## src/design/integer_matrix_multiply_unit_defines.svh

```systemverilog
// ----------------------------------------------------------------------------
// Integer matrix multiply unit: assertion macros
// Shared property shorthands for the checks at the end of the top level.
// ----------------------------------------------------------------------------
`ifndef INTEGER_MATRIX_MULTIPLY_UNIT_DEFINES_SVH
`define INTEGER_MATRIX_MULTIPLY_UNIT_DEFINES_SVH

// The consequent must hold in the same cycle as the antecedent.
`define IMM_ASSERT_SAME(lbl, clk, rst_n, ante, cons, msg) \
  lbl: assert property (@(posedge clk) disable iff (!rst_n) (ante) |-> (cons)) \
    else $error(msg);

// The consequent must hold in the cycle after the antecedent.
`define IMM_ASSERT_NEXT(lbl, clk, rst_n, ante, cons, msg) \
  lbl: assert property (@(posedge clk) disable iff (!rst_n) (ante) |=> (cons)) \
    else $error(msg);

`endif

```

## src/design/imm_pkg.sv

```systemverilog
// ----------------------------------------------------------------------------
// imm_pkg
// Types, codes and helper functions of the integer matrix multiply unit.
// ----------------------------------------------------------------------------
package imm_pkg;

  localparam int unsigned DATA_W      = 32;
  localparam int unsigned IDX_W       = 3;
  localparam int unsigned DIM_W       = 4;
  localparam int unsigned REQ_W       = 2;
  localparam int unsigned ST_W        = 2;
  localparam int unsigned APB_AW      = 4;
  localparam int unsigned APB_DW      = 32;
  localparam int unsigned MAX_DIM_DEF = 8;

  localparam logic [DIM_W-1:0] CFG_RESET = DIM_W'(8);

  // Request codes.
  localparam logic [REQ_W-1:0] REQ_WR_A = 2'd0;
  localparam logic [REQ_W-1:0] REQ_WR_B = 2'd1;
  localparam logic [REQ_W-1:0] REQ_RD_C = 2'd2;

  // Response status codes.
  localparam logic [ST_W-1:0] ST_OK       = 2'd0;
  localparam logic [ST_W-1:0] ST_MISMATCH = 2'd1;
  localparam logic [ST_W-1:0] ST_RANGE    = 2'd2;

  // Register indexes (byte address bits [3:2]).
  localparam logic [1:0] REG_A_ROWS = 2'd0;
  localparam logic [1:0] REG_A_COLS = 2'd1;
  localparam logic [1:0] REG_B_ROWS = 2'd2;
  localparam logic [1:0] REG_B_COLS = 2'd3;

  typedef struct packed {
    logic [DIM_W-1:0] a_rows;
    logic [DIM_W-1:0] a_cols;
    logic [DIM_W-1:0] b_rows;
    logic [DIM_W-1:0] b_cols;
  } cfg_t;

  typedef struct packed {
    logic             capture;
    logic             wr_a;
    logic             wr_b;
    logic             issue;
    logic [DIM_W-1:0] k;
    logic             load_out;
  } dp_cmd_t;

  typedef struct packed {
    logic [ST_W-1:0]  chk_status;
    logic [DIM_W-1:0] inner;
    logic             busy;
    logic             out_full;
  } dp_sts_t;

  // Size register saturated to the store dimension.
  function automatic logic [DIM_W-1:0] eff_dim(input logic [DIM_W-1:0] r,
                                               input int unsigned max_dim);
    return (32'(r) > max_dim) ? DIM_W'(max_dim) : r;
  endfunction

endpackage

```

## src/design/imm_req_if.sv

```systemverilog
// ----------------------------------------------------------------------------
// imm_req_if
// Request channel: element writes to A or B and product element reads.
// ----------------------------------------------------------------------------
interface imm_req_if;
  logic                              valid;
  logic                              ready;
  logic [imm_pkg::REQ_W-1:0]         req_type;
  logic [imm_pkg::IDX_W-1:0]         row_index;
  logic [imm_pkg::IDX_W-1:0]         col_index;
  logic signed [imm_pkg::DATA_W-1:0] elem_value;

  modport source (output valid, req_type, row_index, col_index, elem_value,
                  input ready);
  modport sink (input valid, req_type, row_index, col_index, elem_value,
                output ready);
endinterface

```

## src/design/imm_rsp_if.sv

```systemverilog
// ----------------------------------------------------------------------------
// imm_rsp_if
// Response channel: one product element and its status per read.
// ----------------------------------------------------------------------------
interface imm_rsp_if;
  logic                              valid;
  logic                              ready;
  logic signed [imm_pkg::DATA_W-1:0] product_value;
  logic [imm_pkg::ST_W-1:0]          status;

  modport source (output valid, product_value, status, input ready);
  modport sink (input valid, product_value, status, output ready);
endinterface

```

## src/design/imm_cfg_regs.sv

```systemverilog
// ----------------------------------------------------------------------------
// imm_cfg_regs
// APB register file holding the four matrix size registers.
// ----------------------------------------------------------------------------
module imm_cfg_regs (
  input  logic                         clk_i,
  input  logic                         rst_ni,
  input  logic                         psel,
  input  logic                         penable,
  input  logic                         pwrite,
  input  logic [imm_pkg::APB_AW-1:0]   paddr,
  input  logic [imm_pkg::APB_DW-1:0]   pwdata,
  output logic [imm_pkg::APB_DW-1:0]   prdata,
  output logic                         pready,
  output imm_pkg::cfg_t                cfg_o
);

  imm_pkg::cfg_t    cfg_q;
  logic             wr_en;
  logic [1:0]       reg_sel;
  logic [imm_pkg::DIM_W-1:0] wr_val;
  logic [imm_pkg::DIM_W-1:0] rd_val;

  assign pready  = 1'b1;
  assign wr_en   = psel & penable & pwrite;
  assign reg_sel = paddr[3:2];
  assign wr_val  = pwdata[imm_pkg::DIM_W-1:0];

  always_ff @(posedge clk_i or negedge rst_ni) begin
    if (!rst_ni) begin
      cfg_q.a_rows <= imm_pkg::CFG_RESET;
      cfg_q.a_cols <= imm_pkg::CFG_RESET;
      cfg_q.b_rows <= imm_pkg::CFG_RESET;
      cfg_q.b_cols <= imm_pkg::CFG_RESET;
    end else if (wr_en) begin
      unique case (reg_sel)
        imm_pkg::REG_A_ROWS: cfg_q.a_rows <= wr_val;
        imm_pkg::REG_A_COLS: cfg_q.a_cols <= wr_val;
        imm_pkg::REG_B_ROWS: cfg_q.b_rows <= wr_val;
        imm_pkg::REG_B_COLS: cfg_q.b_cols <= wr_val;
        default: ;
      endcase
    end
  end

  always_comb begin
    unique case (reg_sel)
      imm_pkg::REG_A_ROWS: rd_val = cfg_q.a_rows;
      imm_pkg::REG_A_COLS: rd_val = cfg_q.a_cols;
      imm_pkg::REG_B_ROWS: rd_val = cfg_q.b_rows;
      imm_pkg::REG_B_COLS: rd_val = cfg_q.b_cols;
      default:             rd_val = '0;
    endcase
  end

  assign prdata = {{(imm_pkg::APB_DW - imm_pkg::DIM_W){1'b0}}, rd_val};
  assign cfg_o  = cfg_q;

endmodule

```

## src/design/imm_ctrl.sv

```systemverilog
// ----------------------------------------------------------------------------
// imm_ctrl
// Sequencer: accepts requests, steps the inner index and hands results out.
// ----------------------------------------------------------------------------
module imm_ctrl (
  input  logic                       clk_i,
  input  logic                       rst_ni,
  input  logic                       in_valid_i,
  input  logic [imm_pkg::REQ_W-1:0]  in_req_type_i,
  output logic                       in_ready_o,
  input  imm_pkg::dp_sts_t           sts_i,
  output imm_pkg::dp_cmd_t           cmd_o
);

  typedef enum logic [1:0] {
    S_IDLE,
    S_MAC,
    S_FLUSH,
    S_RESP
  } state_e;

  state_e                    state_q;
  logic [imm_pkg::DIM_W-1:0] k_q;
  logic                      accept;
  logic                      rd_accept;
  logic                      last_k;

  assign in_ready_o = (state_q == S_IDLE);
  assign accept     = in_valid_i & in_ready_o;
  assign rd_accept  = accept & (in_req_type_i == imm_pkg::REQ_RD_C);
  assign last_k     = ((k_q + imm_pkg::DIM_W'(1)) == sts_i.inner);

  always_ff @(posedge clk_i or negedge rst_ni) begin
    if (!rst_ni) begin
      state_q <= S_IDLE;
      k_q     <= '0;
    end else begin
      unique case (state_q)
        S_IDLE: begin
          if (rd_accept) begin
            k_q <= '0;
            // Errors and an empty inner size skip the multiply loop.
            if ((sts_i.chk_status != imm_pkg::ST_OK) || (sts_i.inner == '0)) begin
              state_q <= S_RESP;
            end else begin
              state_q <= S_MAC;
            end
          end
        end
        S_MAC: begin
          k_q <= k_q + imm_pkg::DIM_W'(1);
          if (last_k) begin
            state_q <= S_FLUSH;
          end
        end
        S_FLUSH: begin
          if (!sts_i.busy) begin
            state_q <= S_RESP;
          end
        end
        S_RESP: begin
          if (!sts_i.out_full) begin
            state_q <= S_IDLE;
          end
        end
        default: state_q <= S_IDLE;
      endcase
    end
  end

  always_comb begin
    cmd_o.capture  = rd_accept;
    cmd_o.wr_a     = accept & (in_req_type_i == imm_pkg::REQ_WR_A);
    cmd_o.wr_b     = accept & (in_req_type_i == imm_pkg::REQ_WR_B);
    cmd_o.issue    = (state_q == S_MAC);
    cmd_o.k        = k_q;
    cmd_o.load_out = (state_q == S_RESP) & ~sts_i.out_full;
  end

endmodule

```

## src/design/imm_datapath.sv

```systemverilog
// ----------------------------------------------------------------------------
// imm_datapath
// Operand stores, multiply-accumulate pipeline and the response register.
// ----------------------------------------------------------------------------
module imm_datapath #(
  parameter int unsigned MAX_DIM = imm_pkg::MAX_DIM_DEF
) (
  input  logic                              clk_i,
  input  logic                              rst_ni,
  input  imm_pkg::cfg_t                     cfg_i,
  input  imm_pkg::dp_cmd_t                  cmd_i,
  output imm_pkg::dp_sts_t                  sts_o,
  input  logic [imm_pkg::IDX_W-1:0]         row_i,
  input  logic [imm_pkg::IDX_W-1:0]         col_i,
  input  logic signed [imm_pkg::DATA_W-1:0] value_i,
  imm_rsp_if.source                         rsp
);

  localparam int unsigned Depth = MAX_DIM * MAX_DIM;
  localparam int unsigned AW    = $clog2(Depth);

  logic [imm_pkg::DATA_W-1:0] a_mem [Depth];
  logic [imm_pkg::DATA_W-1:0] b_mem [Depth];

  logic [imm_pkg::IDX_W-1:0]  row_q, col_q;
  logic [imm_pkg::ST_W-1:0]   stat_q;
  logic [imm_pkg::DATA_W-1:0] a_rd_q, b_rd_q, prod_q, acc_q;
  logic                       vld1_q, vld2_q;
  logic                       out_valid_q;
  logic [imm_pkg::DATA_W-1:0] out_value_q;
  logic [imm_pkg::ST_W-1:0]   out_status_q;

  logic                       wr_in_range;
  logic [AW-1:0]              wr_addr, a_raddr, b_raddr;
  logic [imm_pkg::DIM_W-1:0]  eff_rows, eff_cols;
  logic [imm_pkg::ST_W-1:0]   chk_status;

  // Writes beyond the store are dropped; those beyond the sizes in use are kept.
  assign wr_in_range = (32'(row_i) < MAX_DIM) && (32'(col_i) < MAX_DIM);
  assign wr_addr     = AW'(32'(row_i) * MAX_DIM + 32'(col_i));
  assign a_raddr     = AW'(32'(row_q) * MAX_DIM + 32'(cmd_i.k));
  assign b_raddr     = AW'(32'(cmd_i.k) * MAX_DIM + 32'(col_q));

  assign eff_rows = imm_pkg::eff_dim(cfg_i.a_rows, MAX_DIM);
  assign eff_cols = imm_pkg::eff_dim(cfg_i.b_cols, MAX_DIM);

  // The dimension mismatch check uses the raw register values and wins.
  always_comb begin
    priority if (cfg_i.a_cols != cfg_i.b_rows) begin
      chk_status = imm_pkg::ST_MISMATCH;
    end else if (({1'b0, row_i} >= eff_rows) || ({1'b0, col_i} >= eff_cols)) begin
      chk_status = imm_pkg::ST_RANGE;
    end else begin
      chk_status = imm_pkg::ST_OK;
    end
  end

  always_ff @(posedge clk_i) begin
    if (cmd_i.wr_a && wr_in_range) begin
      a_mem[wr_addr] <= value_i;
    end
    a_rd_q <= a_mem[a_raddr];
  end

  always_ff @(posedge clk_i) begin
    if (cmd_i.wr_b && wr_in_range) begin
      b_mem[wr_addr] <= value_i;
    end
    b_rd_q <= b_mem[b_raddr];
  end

  always_ff @(posedge clk_i) begin
    if (cmd_i.capture) begin
      row_q  <= row_i;
      col_q  <= col_i;
      stat_q <= chk_status;
    end
    prod_q <= a_rd_q * b_rd_q;
    if (cmd_i.capture) begin
      acc_q <= '0;
    end else if (vld2_q) begin
      acc_q <= acc_q + prod_q;
    end
  end

  always_ff @(posedge clk_i or negedge rst_ni) begin
    if (!rst_ni) begin
      vld1_q      <= 1'b0;
      vld2_q      <= 1'b0;
      out_valid_q <= 1'b0;
    end else begin
      vld1_q <= cmd_i.issue;
      vld2_q <= vld1_q;
      if (cmd_i.load_out) begin
        out_valid_q <= 1'b1;
      end else if (rsp.ready) begin
        out_valid_q <= 1'b0;
      end
    end
  end

  always_ff @(posedge clk_i) begin
    if (cmd_i.load_out) begin
      out_value_q  <= acc_q;
      out_status_q <= stat_q;
    end
  end

  assign rsp.valid         = out_valid_q;
  assign rsp.product_value = out_value_q;
  assign rsp.status        = out_status_q;

  always_comb begin
    sts_o.chk_status = chk_status;
    sts_o.inner      = imm_pkg::eff_dim(cfg_i.a_cols, MAX_DIM);
    sts_o.busy       = vld1_q | vld2_q;
    sts_o.out_full   = out_valid_q & ~rsp.ready;
  end

endmodule

```

## src/design/integer_matrix_multiply_unit.sv

```systemverilog
// ----------------------------------------------------------------------------
// integer_matrix_multiply_unit
// Signed 32-bit matrix multiplier with on-chip A and B stores; reads return
// one element of the product.
// ----------------------------------------------------------------------------
// Channel    Dir  Handshake        Carries
// req_chan   in   valid/ready      req_type, row_index, col_index, elem_value
// rsp_chan   out  valid/ready      product_value, status
// APB        in   psel/penable     a_rows, a_cols, b_rows, b_cols
//
// A read steps through inner, the saturated a_cols: one multiply-accumulate
// per cycle through the single read port of each store, then a drain through
// the read and multiply stages. Error reads skip the loop. Reset clears control
// state only; store entries stay undefined until written. A result waiting on
// rsp_chan does not block further writes; a following read waits for the
// response register to empty.
// ----------------------------------------------------------------------------
`include "integer_matrix_multiply_unit_defines.svh"

module integer_matrix_multiply_unit #(
  parameter int unsigned MAX_DIM = imm_pkg::MAX_DIM_DEF
) (
  input  logic                       clk_i,
  input  logic                       rst_ni,
  imm_req_if.sink                    req_chan,
  imm_rsp_if.source                  rsp_chan,
  input  logic                       psel,
  input  logic                       penable,
  input  logic                       pwrite,
  input  logic [imm_pkg::APB_AW-1:0] paddr,
  input  logic [imm_pkg::APB_DW-1:0] pwdata,
  output logic [imm_pkg::APB_DW-1:0] prdata,
  output logic                       pready
);

  imm_pkg::cfg_t    cfg;
  imm_pkg::dp_cmd_t dp_cmd;
  imm_pkg::dp_sts_t dp_sts;

  imm_cfg_regs u_cfg (
    .clk_i   (clk_i),
    .rst_ni  (rst_ni),
    .psel    (psel),
    .penable (penable),
    .pwrite  (pwrite),
    .paddr   (paddr),
    .pwdata  (pwdata),
    .prdata  (prdata),
    .pready  (pready),
    .cfg_o   (cfg)
  );

  imm_ctrl u_ctrl (
    .clk_i         (clk_i),
    .rst_ni        (rst_ni),
    .in_valid_i    (req_chan.valid),
    .in_req_type_i (req_chan.req_type),
    .in_ready_o    (req_chan.ready),
    .sts_i         (dp_sts),
    .cmd_o         (dp_cmd)
  );

  imm_datapath #(
    .MAX_DIM (MAX_DIM)
  ) u_dp (
    .clk_i   (clk_i),
    .rst_ni  (rst_ni),
    .cfg_i   (cfg),
    .cmd_i   (dp_cmd),
    .sts_o   (dp_sts),
    .row_i   (req_chan.row_index),
    .col_i   (req_chan.col_index),
    .value_i (req_chan.elem_value),
    .rsp     (rsp_chan)
  );

  // The accumulator is final only once the multiply pipeline has drained.
  `IMM_ASSERT_SAME(a_load_drained, clk_i, rst_ni, dp_cmd.load_out, !dp_sts.busy, "result loaded before pipeline drained")
  // No request is taken while multiply-accumulates are being issued.
  `IMM_ASSERT_SAME(a_no_accept_in_mac, clk_i, rst_ni, dp_cmd.issue, !req_chan.ready, "request accepted during MAC loop")
  // A loaded result must appear on the response channel in the next cycle.
  `IMM_ASSERT_NEXT(a_load_shows, clk_i, rst_ni, dp_cmd.load_out, rsp_chan.valid, "loaded result not presented")
  // Error responses carry a zero product.
  `IMM_ASSERT_SAME(a_err_zero, clk_i, rst_ni, rsp_chan.valid && (rsp_chan.status != imm_pkg::ST_OK), rsp_chan.product_value == '0, "error response with nonzero product")

endmodule

```

## src/flat_wrapper.sv

```systemverilog
// flat-port wrapper written by rule: the top's interface ports become plain ports
module integer_matrix_multiply_unit_flat 
#(
  parameter int unsigned MAX_DIM = imm_pkg::MAX_DIM_DEF
)
  (clk_i, rst_ni, psel, penable, pwrite, paddr, pwdata, prdata, pready, req_chan_valid, req_chan_req_type, req_chan_row_index, req_chan_col_index, req_chan_elem_value, req_chan_ready, rsp_chan_valid, rsp_chan_product_value, rsp_chan_status, rsp_chan_ready);
  imm_req_if req_chan_i ();
  imm_rsp_if rsp_chan_i ();
  input  logic clk_i;
  input  logic rst_ni;
  input  logic psel;
  input  logic penable;
  input  logic pwrite;
  input  logic [imm_pkg::APB_AW-1:0] paddr;
  input  logic [imm_pkg::APB_DW-1:0] pwdata;
  output logic [imm_pkg::APB_DW-1:0] prdata;
  output logic pready;
  input wire logic [$bits(req_chan_i.valid)-1:0] req_chan_valid;
  input wire logic [$bits(req_chan_i.req_type)-1:0] req_chan_req_type;
  input wire logic [$bits(req_chan_i.row_index)-1:0] req_chan_row_index;
  input wire logic [$bits(req_chan_i.col_index)-1:0] req_chan_col_index;
  input wire logic [$bits(req_chan_i.elem_value)-1:0] req_chan_elem_value;
  output wire logic [$bits(req_chan_i.ready)-1:0] req_chan_ready;
  output wire logic [$bits(rsp_chan_i.valid)-1:0] rsp_chan_valid;
  output wire logic [$bits(rsp_chan_i.product_value)-1:0] rsp_chan_product_value;
  output wire logic [$bits(rsp_chan_i.status)-1:0] rsp_chan_status;
  input wire logic [$bits(rsp_chan_i.ready)-1:0] rsp_chan_ready;
  assign req_chan_i.valid = req_chan_valid;
  assign req_chan_i.req_type = req_chan_req_type;
  assign req_chan_i.row_index = req_chan_row_index;
  assign req_chan_i.col_index = req_chan_col_index;
  assign req_chan_i.elem_value = req_chan_elem_value;
  assign req_chan_ready = req_chan_i.ready;
  assign rsp_chan_valid = rsp_chan_i.valid;
  assign rsp_chan_product_value = rsp_chan_i.product_value;
  assign rsp_chan_status = rsp_chan_i.status;
  assign rsp_chan_i.ready = rsp_chan_ready;
  integer_matrix_multiply_unit #(.MAX_DIM(MAX_DIM)) u_core (.clk_i(clk_i), .rst_ni(rst_ni), .req_chan(req_chan_i), .rsp_chan(rsp_chan_i), .psel(psel), .penable(penable), .pwrite(pwrite), .paddr(paddr), .pwdata(pwdata), .prdata(prdata), .pready(pready));
endmodule
```

## config.mk

```make
export PLATFORM = sky130hd
export DESIGN_NAME = integer_matrix_multiply_unit_flat
export DESIGN_NICKNAME = d
export VERILOG_FILES = /design/src/design/imm_pkg.sv /design/src/design/imm_req_if.sv /design/src/design/imm_rsp_if.sv /design/src/design/imm_cfg_regs.sv /design/src/design/imm_ctrl.sv /design/src/design/imm_datapath.sv /design/src/design/integer_matrix_multiply_unit.sv /design/src/flat_wrapper.sv
export VERILOG_INCLUDE_DIRS = /design/src /design/src/design
export SDC_FILE = /design/constraint.sdc
export NUM_CORES = 2
export LEC_CHECK = 0
export ABC_CLOCK_PERIOD_IN_PS = 13540
export BUFFER_PORTS_ARGS = -buffer_cell sky130_fd_sc_hd__buf_2
export CORE_UTILIZATION = 45
export CTS_BUF_LIST = sky130_fd_sc_hd__clkbuf_4
export CTS_CLUSTER_DIAMETER = 200
export CTS_CLUSTER_SIZE = 16
export DETAILED_ROUTE_END_ITERATION = 10
export SLEW_MARGIN = 30
export SYNTH_ARGS = -nofsm -noshare
export SYNTH_HDL_FRONTEND = slang
export SYNTH_SLANG_ARGS = --single-unit
```

## constraint.sdc

```tcl
create_clock -name clk_i -period 13.54 [get_ports clk_i]
set_input_delay 0 -clock clk_i [delete_from_list [all_inputs] [get_ports clk_i]]
set_output_delay 0 -clock clk_i [all_outputs]
set_load 0.02 [all_outputs]
```

## Yosys cells after proc, flatten, opt, wreduce, memory -nomap -nowiden

Memory sizes are Yosys's and may differ from the RTL's. A register that Yosys moved wholly into a read port is not among the register bits.
Index checks and enable logic that the tools add are counted.

- Memories: 2
- Logic and storage cells: 89
- Output and inout bits: 69
- Register bits after elaboration: 131
- Memory bits (writable): 4096

- Mux-type cells: 20
- Order comparisons: 5
- Reduce and logical (&&, ||, !) cells: 15
- $mul: 1
- $add $sub $neg: 5
- Equality and inequality tests: 14
- Bitwise operators: 11

Memories:

| name | depth | width | rd ports | clocked after memory_dff | write ports | RTL line | source |
|---|---|---|---|---|---|---|---|
| u_core.u_dp.a_mem | 64 | 32 | 1 | 1 | 1 | imm_datapath.sv:22 | `logic [imm_pkg::DATA_W-1:0] a_mem [Depth];` |
| u_core.u_dp.b_mem | 64 | 32 | 1 | 1 | 1 | imm_datapath.sv:23 | `logic [imm_pkg::DATA_W-1:0] b_mem [Depth];` |

Operators by type and width:

| cell | count |
|---|---|
| $add 32x32->32 | 1 |
| $mul 32x32->32 | 1 |
| $mux 4 | 4 |
| $pmux 4 s4 | 1 |
| $mux 2 | 7 |
| $add 6x3->6 | 2 |
| $gt 4x4->1 const B | 3 |
| $eq 2x2->1 const B | 5 |
| $reduce_and 2->1 | 5 |
| $and 1x1->1 | 8 |
| $ge 3x4->1 | 2 |
| $pmux 2 s4 | 1 |
| $pmux 4 s2 | 1 |
| $add 6x4->6 | 1 |
| $eq 2x1->1 const B | 3 |
| $logic_not 2->1 | 3 |
| $mux 1 | 6 |
| $reduce_bool 2->1 | 3 |
| $add 4x1->4 const B | 1 |
| $eq 4x4->1 | 1 |
| $logic_not 4->1 | 1 |
| $ne 2x1->1 const B | 2 |
| $ne 2x2->1 const B | 2 |
| $ne 4x4->1 | 1 |
| 4 further kinds | 6 |

## Longest topological paths before layout

- Depth after elaboration: 11
- Depth in mapped cells: 29
- Mapped depth without buffers: 27

## Cells and area by module

A second synthesis with hierarchy kept.

- Cell total of the unflattened synthesis: 8272
- Area total of the unflattened synthesis: 178618.8 um^2

Modules (own cells, without submodules):

| module | instances | seq. area each (um^2) | cells an instance | area an instance (um^2) |
|---|---|---|---|---|
| imm_datapath | 1 | 126896.7 | 8143 | 177061.1 |
| imm_cfg_regs | 1 | 405.4 | 75 | 1002.2 |
| imm_ctrl | 1 | 150.1 | 54 | 555.5 |

## Least setup slack after synthesis

Ideal clock, no wire load.

- Path type: reg-to-reg
- Start: register u_core.u_dp.b_rd_q[3] (netlist bit) (read register of u_core.u_dp.b_mem)
- End: register u_core.u_dp.prod_q[31] (netlist bit)
- Buffers on the path: 2
- Slack: 6987 ps
- Clock period less this slack: 6553 ps
- Setup time: 72 ps
- Cell stages (with the launch flop): 24
- Arrival time: 6480 ps
- Cells stage by stage: dfxtp_1 clkbuf_1 clkbuf_1 and2_1 fa_1 inv_1 fa_1 fa_1 fa_1 inv_1 fa_1 fa_1 fa_1 fa_1 ha_1 a21o_1 a21oi_1 a21oi_1 nor3_1 o21bai_1 a211oi_1 o21ai_0 a31oi_1 xnor2_1

- Longest elaborated chain between the ends: 1

Ends and longest elaborated chain:

| item | RTL line | source |
|---|---|---|
| start: declaration | imm_datapath.sv:27 | `logic [imm_pkg::DATA_W-1:0] a_rd_q, b_rd_q, prod_q, acc_q;` |
| $mul 32x32->32 | imm_datapath.sv:78 | `prod_q <= a_rd_q * b_rd_q;` |
| end signal: assignment | imm_datapath.sv:78 |  |
| end: declaration | imm_datapath.sv:27 |  |

No other way between the ends.
A chain may end at the register's enable or synchronous reset.

## Worst setup path in the final report

- Start: register u_core.u_dp.a_rd_q[15] (netlist bit) (read register of u_core.u_dp.a_mem)
- End: register u_core.u_dp.prod_q[31] (netlist bit)

- Longest elaborated chain between the ends: 1

Ends and longest elaborated chain:

| item | RTL line |
|---|---|
| start: declaration | imm_datapath.sv:27 |
| $mul 32x32->32 | imm_datapath.sv:78 |

No other way between the ends.

==> results.sh <==
export IMPL_outcome="finished clean"
export IMPL_synth_top_cell_area_share_pct=69.4
export IMPL_vias_in_the_first_global_route=91600
export IMPL_synth_mux_area_share_pct=15.3
export IMPL_cp_end_kind="register"
export IMPL_floorplan_initialDensity_pct=45.2
export IMPL_globalRoute_totalOverflow=0
export IMPL_drt_iter0_markers=11000
export IMPL_critical_path_max_fanout=17
export IMPL_fin_nets=10100
export IMPL_final_period_minus_worst_setup_slack_ns=7.52
export IMPL_synth_largest_area_cell="sky130_fd_sc_hd__edfxtp_1"
export IMPL_hold_viol=0
export IMPL_max_freq_mhz=133
export IMPL_clock_root_buffer="sky130_fd_sc_hd__clkbuf_4"
export IMPL_edff_count_synth=4138
export IMPL_port_buffer_count=92
export IMPL_seq_area_frac_synth_pct=71.1
export IMPL_timing_critical_path_from_type="register"
export IMPL_synth_adder_area_share_pct=5.74
export IMPL_yosys_cell_types_count=72
export IMPL_async_set_or_reset_register_ratio_after_synthesis_pct=0.583
export IMPL_clkLatencyLatePin_ns=1.56
export IMPL_grt_start_max_net_pins=129
export IMPL_slew_violations=0
export IMPL_finalSetupViolations=0
export IMPL_worst_r2r_endpoint="u_core.u_dp.prod_q[31]"
export IMPL_worst_hold_path_type="primary input to register"
export IMPL_overall_die_area_um2=401000
export IMPL_timing_critical_path_required_ns=14.93
export IMPL_fp_row_count=231
export IMPL_compound_gate_fraction_of_synth_area_pct=2.41
export IMPL_drtAntennaViolNets=0
export IMPL_antenna_found_initial=32
export IMPL_place_congestion=0.829
export IMPL_clock_skew_final_ns=0.121
export IMPL_detailed_place_hpwl_mm=273
export IMPL_syn_instance_count=8988
export IMPL_worst_ep_arrival_time_ns=8.91
export IMPL_hold_path_cell_count=4
export IMPL_worst_r2r_cell_count=21
export IMPL_numCtsBuffers=306
export IMPL_timing_worst_setup_path_type="register to register"
export IMPL_boundaryPins=152
export IMPL_ys_dominant_reg_cell="sky130_fd_sc_hd__edfxtp_1"
export IMPL_worstHoldEndpoint="u_core.u_dp.a_mem[42][24]"
export IMPL_layout_filler_cells=32200
export IMPL_worstReg2RegStart="u_core.u_dp.a_rd_q[15]"
export IMPL_synthTopCellsByArea="sky130_fd_sc_hd__edfxtp_1 69%, sky130_fd_sc_hd__mux4_2 13%, sky130_fd_sc_hd__fa_1 4.6%"
export IMPL_clock_net_sink_count=4291
export IMPL_drt_wirelength_per_cell_um=32.8
export IMPL_cts_resized=0
export IMPL_worst_slew_margin_rel_pct=23.6
export IMPL_die_x_um=633
export IMPL_ys_warnings_count=0
export IMPL_vias_per_cell=6.09
export IMPL_rsz_0062_raised_after_global_routing="no"
export IMPL_post_synthesis_sequential_element_count=4291
export IMPL_post_route_cells_drive_above_1_share_pct=21.7
export IMPL_grtUsageTotal_pct=24.0
export IMPL_vias=89700
export IMPL_drv_cap=0
export IMPL_main_combinational_cell_family_by_area_after_synthesis="multiplexers"
export IMPL_setup_tns_final_ns=0
export IMPL_worst_pin_slew_ns=1.14
export IMPL_path_clk_slew_ns=0.16
export IMPL_core_area_um2=396000
export IMPL_synth_xor_area_share_pct=0.587
export IMPL_clk_path_buf_depth=4
export IMPL_reg2reg_slack_ns=6.02
export IMPL_final_period_utilization_pct=55.5
export IMPL_min_from="req_chan_elem_value[24]"
export IMPL_post_route_drc_count=0
export IMPL_drt_pass1_iter_count=5
export IMPL_area_growth_synth_to_final_pct=7.78
export IMPL_postSynthAreaPerCell_um2=19.9
export IMPL_h_tree_depth=5
export IMPL_syn_cell_area_um2=179000
export IMPL_wire_length_of_the_first_global_routing_pass_mm=680
export IMPL_cts_tree="done"
export IMPL_totalWireLength_mm=484
export IMPL_synth_simple_area_share_pct=2.68
export IMPL_floorplan_die_height_um=633
==> logic make-up after synthesis <==
kind of cell | count (synthesis)
mux | 1426
simple gates | 1001
buf+inv | 924
fa+ha+maj | 576
other cells | 2
flops | 4291
compound gates | 648
xor+xnor | 120
==> area by class of cell <==
| class | count | area, um^2 | share of cell area (%) |
|---|---|---|---|
| Inverter | 429 | 1610 | 0.836 |
| Tap cell | 5242 | 6560 | 3.40 |
| Clock buffer | 387 | 2910 | 1.50 |
| Antenna cell | 17 | 42.5 | 0.0220 |
| Sequential cell | 4291 | 127000 | 66.0 |
| Clock inverter | 15 | 158 | 0.0817 |
| Timing Repair Buffer | 563 | 5300 | 2.75 |
| Multi-Input combinational cell | 3800 | 49000 | 25.4 |
==> metrics by stage <==
stage               area, um^2  util [%]  setup slack (ns)  cells  hold slack, ns
finish                  193000      48.8              6.02  14700           0.141
CTS                     193000      48.7              5.92  14700          0.0142
global placement        187000      47.3              6.04  14100          0.0117
detailed placement      187000      47.3              5.97  14100          0.0270
floorplan               179000         -              6.99   9015          -0.296
global route            193000      48.7              5.72  14700           0.167
==> Yosys cell counts, drive strengths merged, types with 14 or more instances <==
cell type,n
dfrtp,21
mux4,1041
o221ai,169
inv,428
nand3,29
nor3,96
mux2,23
xnor2,86
nand2,315
ha,167
o21ai,83
o22ai,105
xor2,34
a21o,20
dfxtp,128
a21oi,179
a211oi,16
nand2b,14
and2,287
clkbuf,268
fa,409
a31oi,15
edfxtp,4138
buf,227
mux2i,362
nor2,215
==> layout by cell type, fill, tap and decap left out, types with 20 or more instances in the layout <==
cell type                          n
sky130_fd_sc_hd__buf_12           22
sky130_fd_sc_hd__o22ai_1         105
sky130_fd_sc_hd__nand3_1          22
sky130_fd_sc_hd__fa_1            409
sky130_fd_sc_hd__buf_4           293
sky130_fd_sc_hd__ha_1            165
sky130_fd_sc_hd__a21oi_1         178
sky130_fd_sc_hd__dfxtp_1         125
sky130_fd_sc_hd__and2_1          286
sky130_fd_sc_hd__clkbuf_4        387
sky130_fd_sc_hd__nand2_1         312
sky130_fd_sc_hd__mux2_2           23
sky130_fd_sc_hd__inv_1           424
sky130_fd_sc_hd__mux4_2         1041
sky130_fd_sc_hd__o221ai_1        169
sky130_fd_sc_hd__conb_1           29
sky130_fd_sc_hd__nor3_1           89
sky130_fd_sc_hd__a21o_1           20
sky130_fd_sc_hd__edfxtp_1       4138
sky130_fd_sc_hd__nor2_1           87
sky130_fd_sc_hd__o21ai_0          74
sky130_fd_sc_hd__dlygate4sd3_1   148
sky130_fd_sc_hd__xnor2_1          85
sky130_fd_sc_hd__nor2_4          128
sky130_fd_sc_hd__xor2_1           33
sky130_fd_sc_hd__buf_16           27
sky130_fd_sc_hd__buf_2            62
sky130_fd_sc_hd__mux2i_1         362
==> state kept, by name, indices dropped and copies added, names as in the netlist <==
register                       cells
u_core.u_cfg.cfg_o                16
u_core.u_ctrl.k_q                  4
u_core.u_ctrl.state_q              2
u_core.u_dp.a_mem               2048
u_core.u_dp.a_rd_q                32
u_core.u_dp.acc_q                 32
u_core.u_dp.b_mem               2048
u_core.u_dp.b_rd_q                32
u_core.u_dp.col_q                  3
u_core.u_dp.prod_q                32
u_core.u_dp.row_q                  3
u_core.u_dp.rsp.product_value     32
u_core.u_dp.rsp.status             2
u_core.u_dp.rsp.valid              1
u_core.u_dp.stat_q                 2
u_core.u_dp.vld1_q                 1
u_core.u_dp.vld2_q                 1
==> metal layers <==
| layer | vias up | track usage [%] | part of all wire, % |
|---|---|---|---|
| li1 | 36400 | - | - |
| met1 | 48900 | 34.3 | 41 |
| met2 | 3846 | 39.0 | 48 |
| met3 | 617 | 3.43 | 8.1 |
| met4 | 10 | 6.56 | 2.9 |
| met5 | - | 0 | 0.015 |
==> worst max-delay path by stage <==
| stage | startpoint | endpoint | slack (ns) | depth (start not counted) |
|---|---|---|---|---|
| 6_report | u_core.u_dp.a_rd_q[15] | u_core.u_dp.prod_q[31] | 6.02 | 21 |
| 5_1_grt | u_core.u_dp.a_rd_q[15] | u_core.u_dp.prod_q[31] | 5.72 | 21 |
| 4_1_cts | u_core.u_dp.b_rd_q[6] | u_core.u_dp.prod_q[31] | 5.92 | 21 |
| 3_5_place_dp | u_core.u_dp.b_rd_q[6] | u_core.u_dp.prod_q[31] | 5.97 | 21 |
| 3_3_place_gp | u_core.u_dp.b_rd_q[4] | u_core.u_dp.prod_q[31] | 6.04 | 21 |
| 2_1_floorplan | u_core.u_dp.b_rd_q[3] | u_core.u_dp.prod_q[31] | 6.99 | 23 |
==> critical path: stages (launching register included) <==
cell,delay [ns]
sky130_fd_sc_hd__dfxtp_1,1.07
sky130_fd_sc_hd__and2_1,0.27
sky130_fd_sc_hd__fa_1,0.42
sky130_fd_sc_hd__fa_1,0.49
sky130_fd_sc_hd__fa_1,0.52
sky130_fd_sc_hd__inv_1,0.05
sky130_fd_sc_hd__fa_1,0.48
sky130_fd_sc_hd__inv_1,0.06
sky130_fd_sc_hd__fa_1,0.48
sky130_fd_sc_hd__fa_1,0.56
sky130_fd_sc_hd__fa_1,0.43
sky130_fd_sc_hd__fa_1,0.44
sky130_fd_sc_hd__ha_1,0.37
sky130_fd_sc_hd__a21o_1,0.20
sky130_fd_sc_hd__a21oi_1,0.21
sky130_fd_sc_hd__a21oi_1,0.11
sky130_fd_sc_hd__nor3_1,0.17
sky130_fd_sc_hd__o21bai_1,0.09
sky130_fd_sc_hd__a211oi_1,0.39
sky130_fd_sc_hd__o21ai_0,0.23
sky130_fd_sc_hd__a31oi_1,0.24
sky130_fd_sc_hd__xnor2_1,0.09
==> repair_timing <==
| action | CTS | global route |
|---|---|---|
| hold buffers | 179 | 2 |
| setup buffers | 0 | 0 |
| endpoints found under the hold margin | 7946 | 46 |
Power is not shown: default switching activity piles up to over one toggle a cycle in this logic, so the estimate is an artifact.
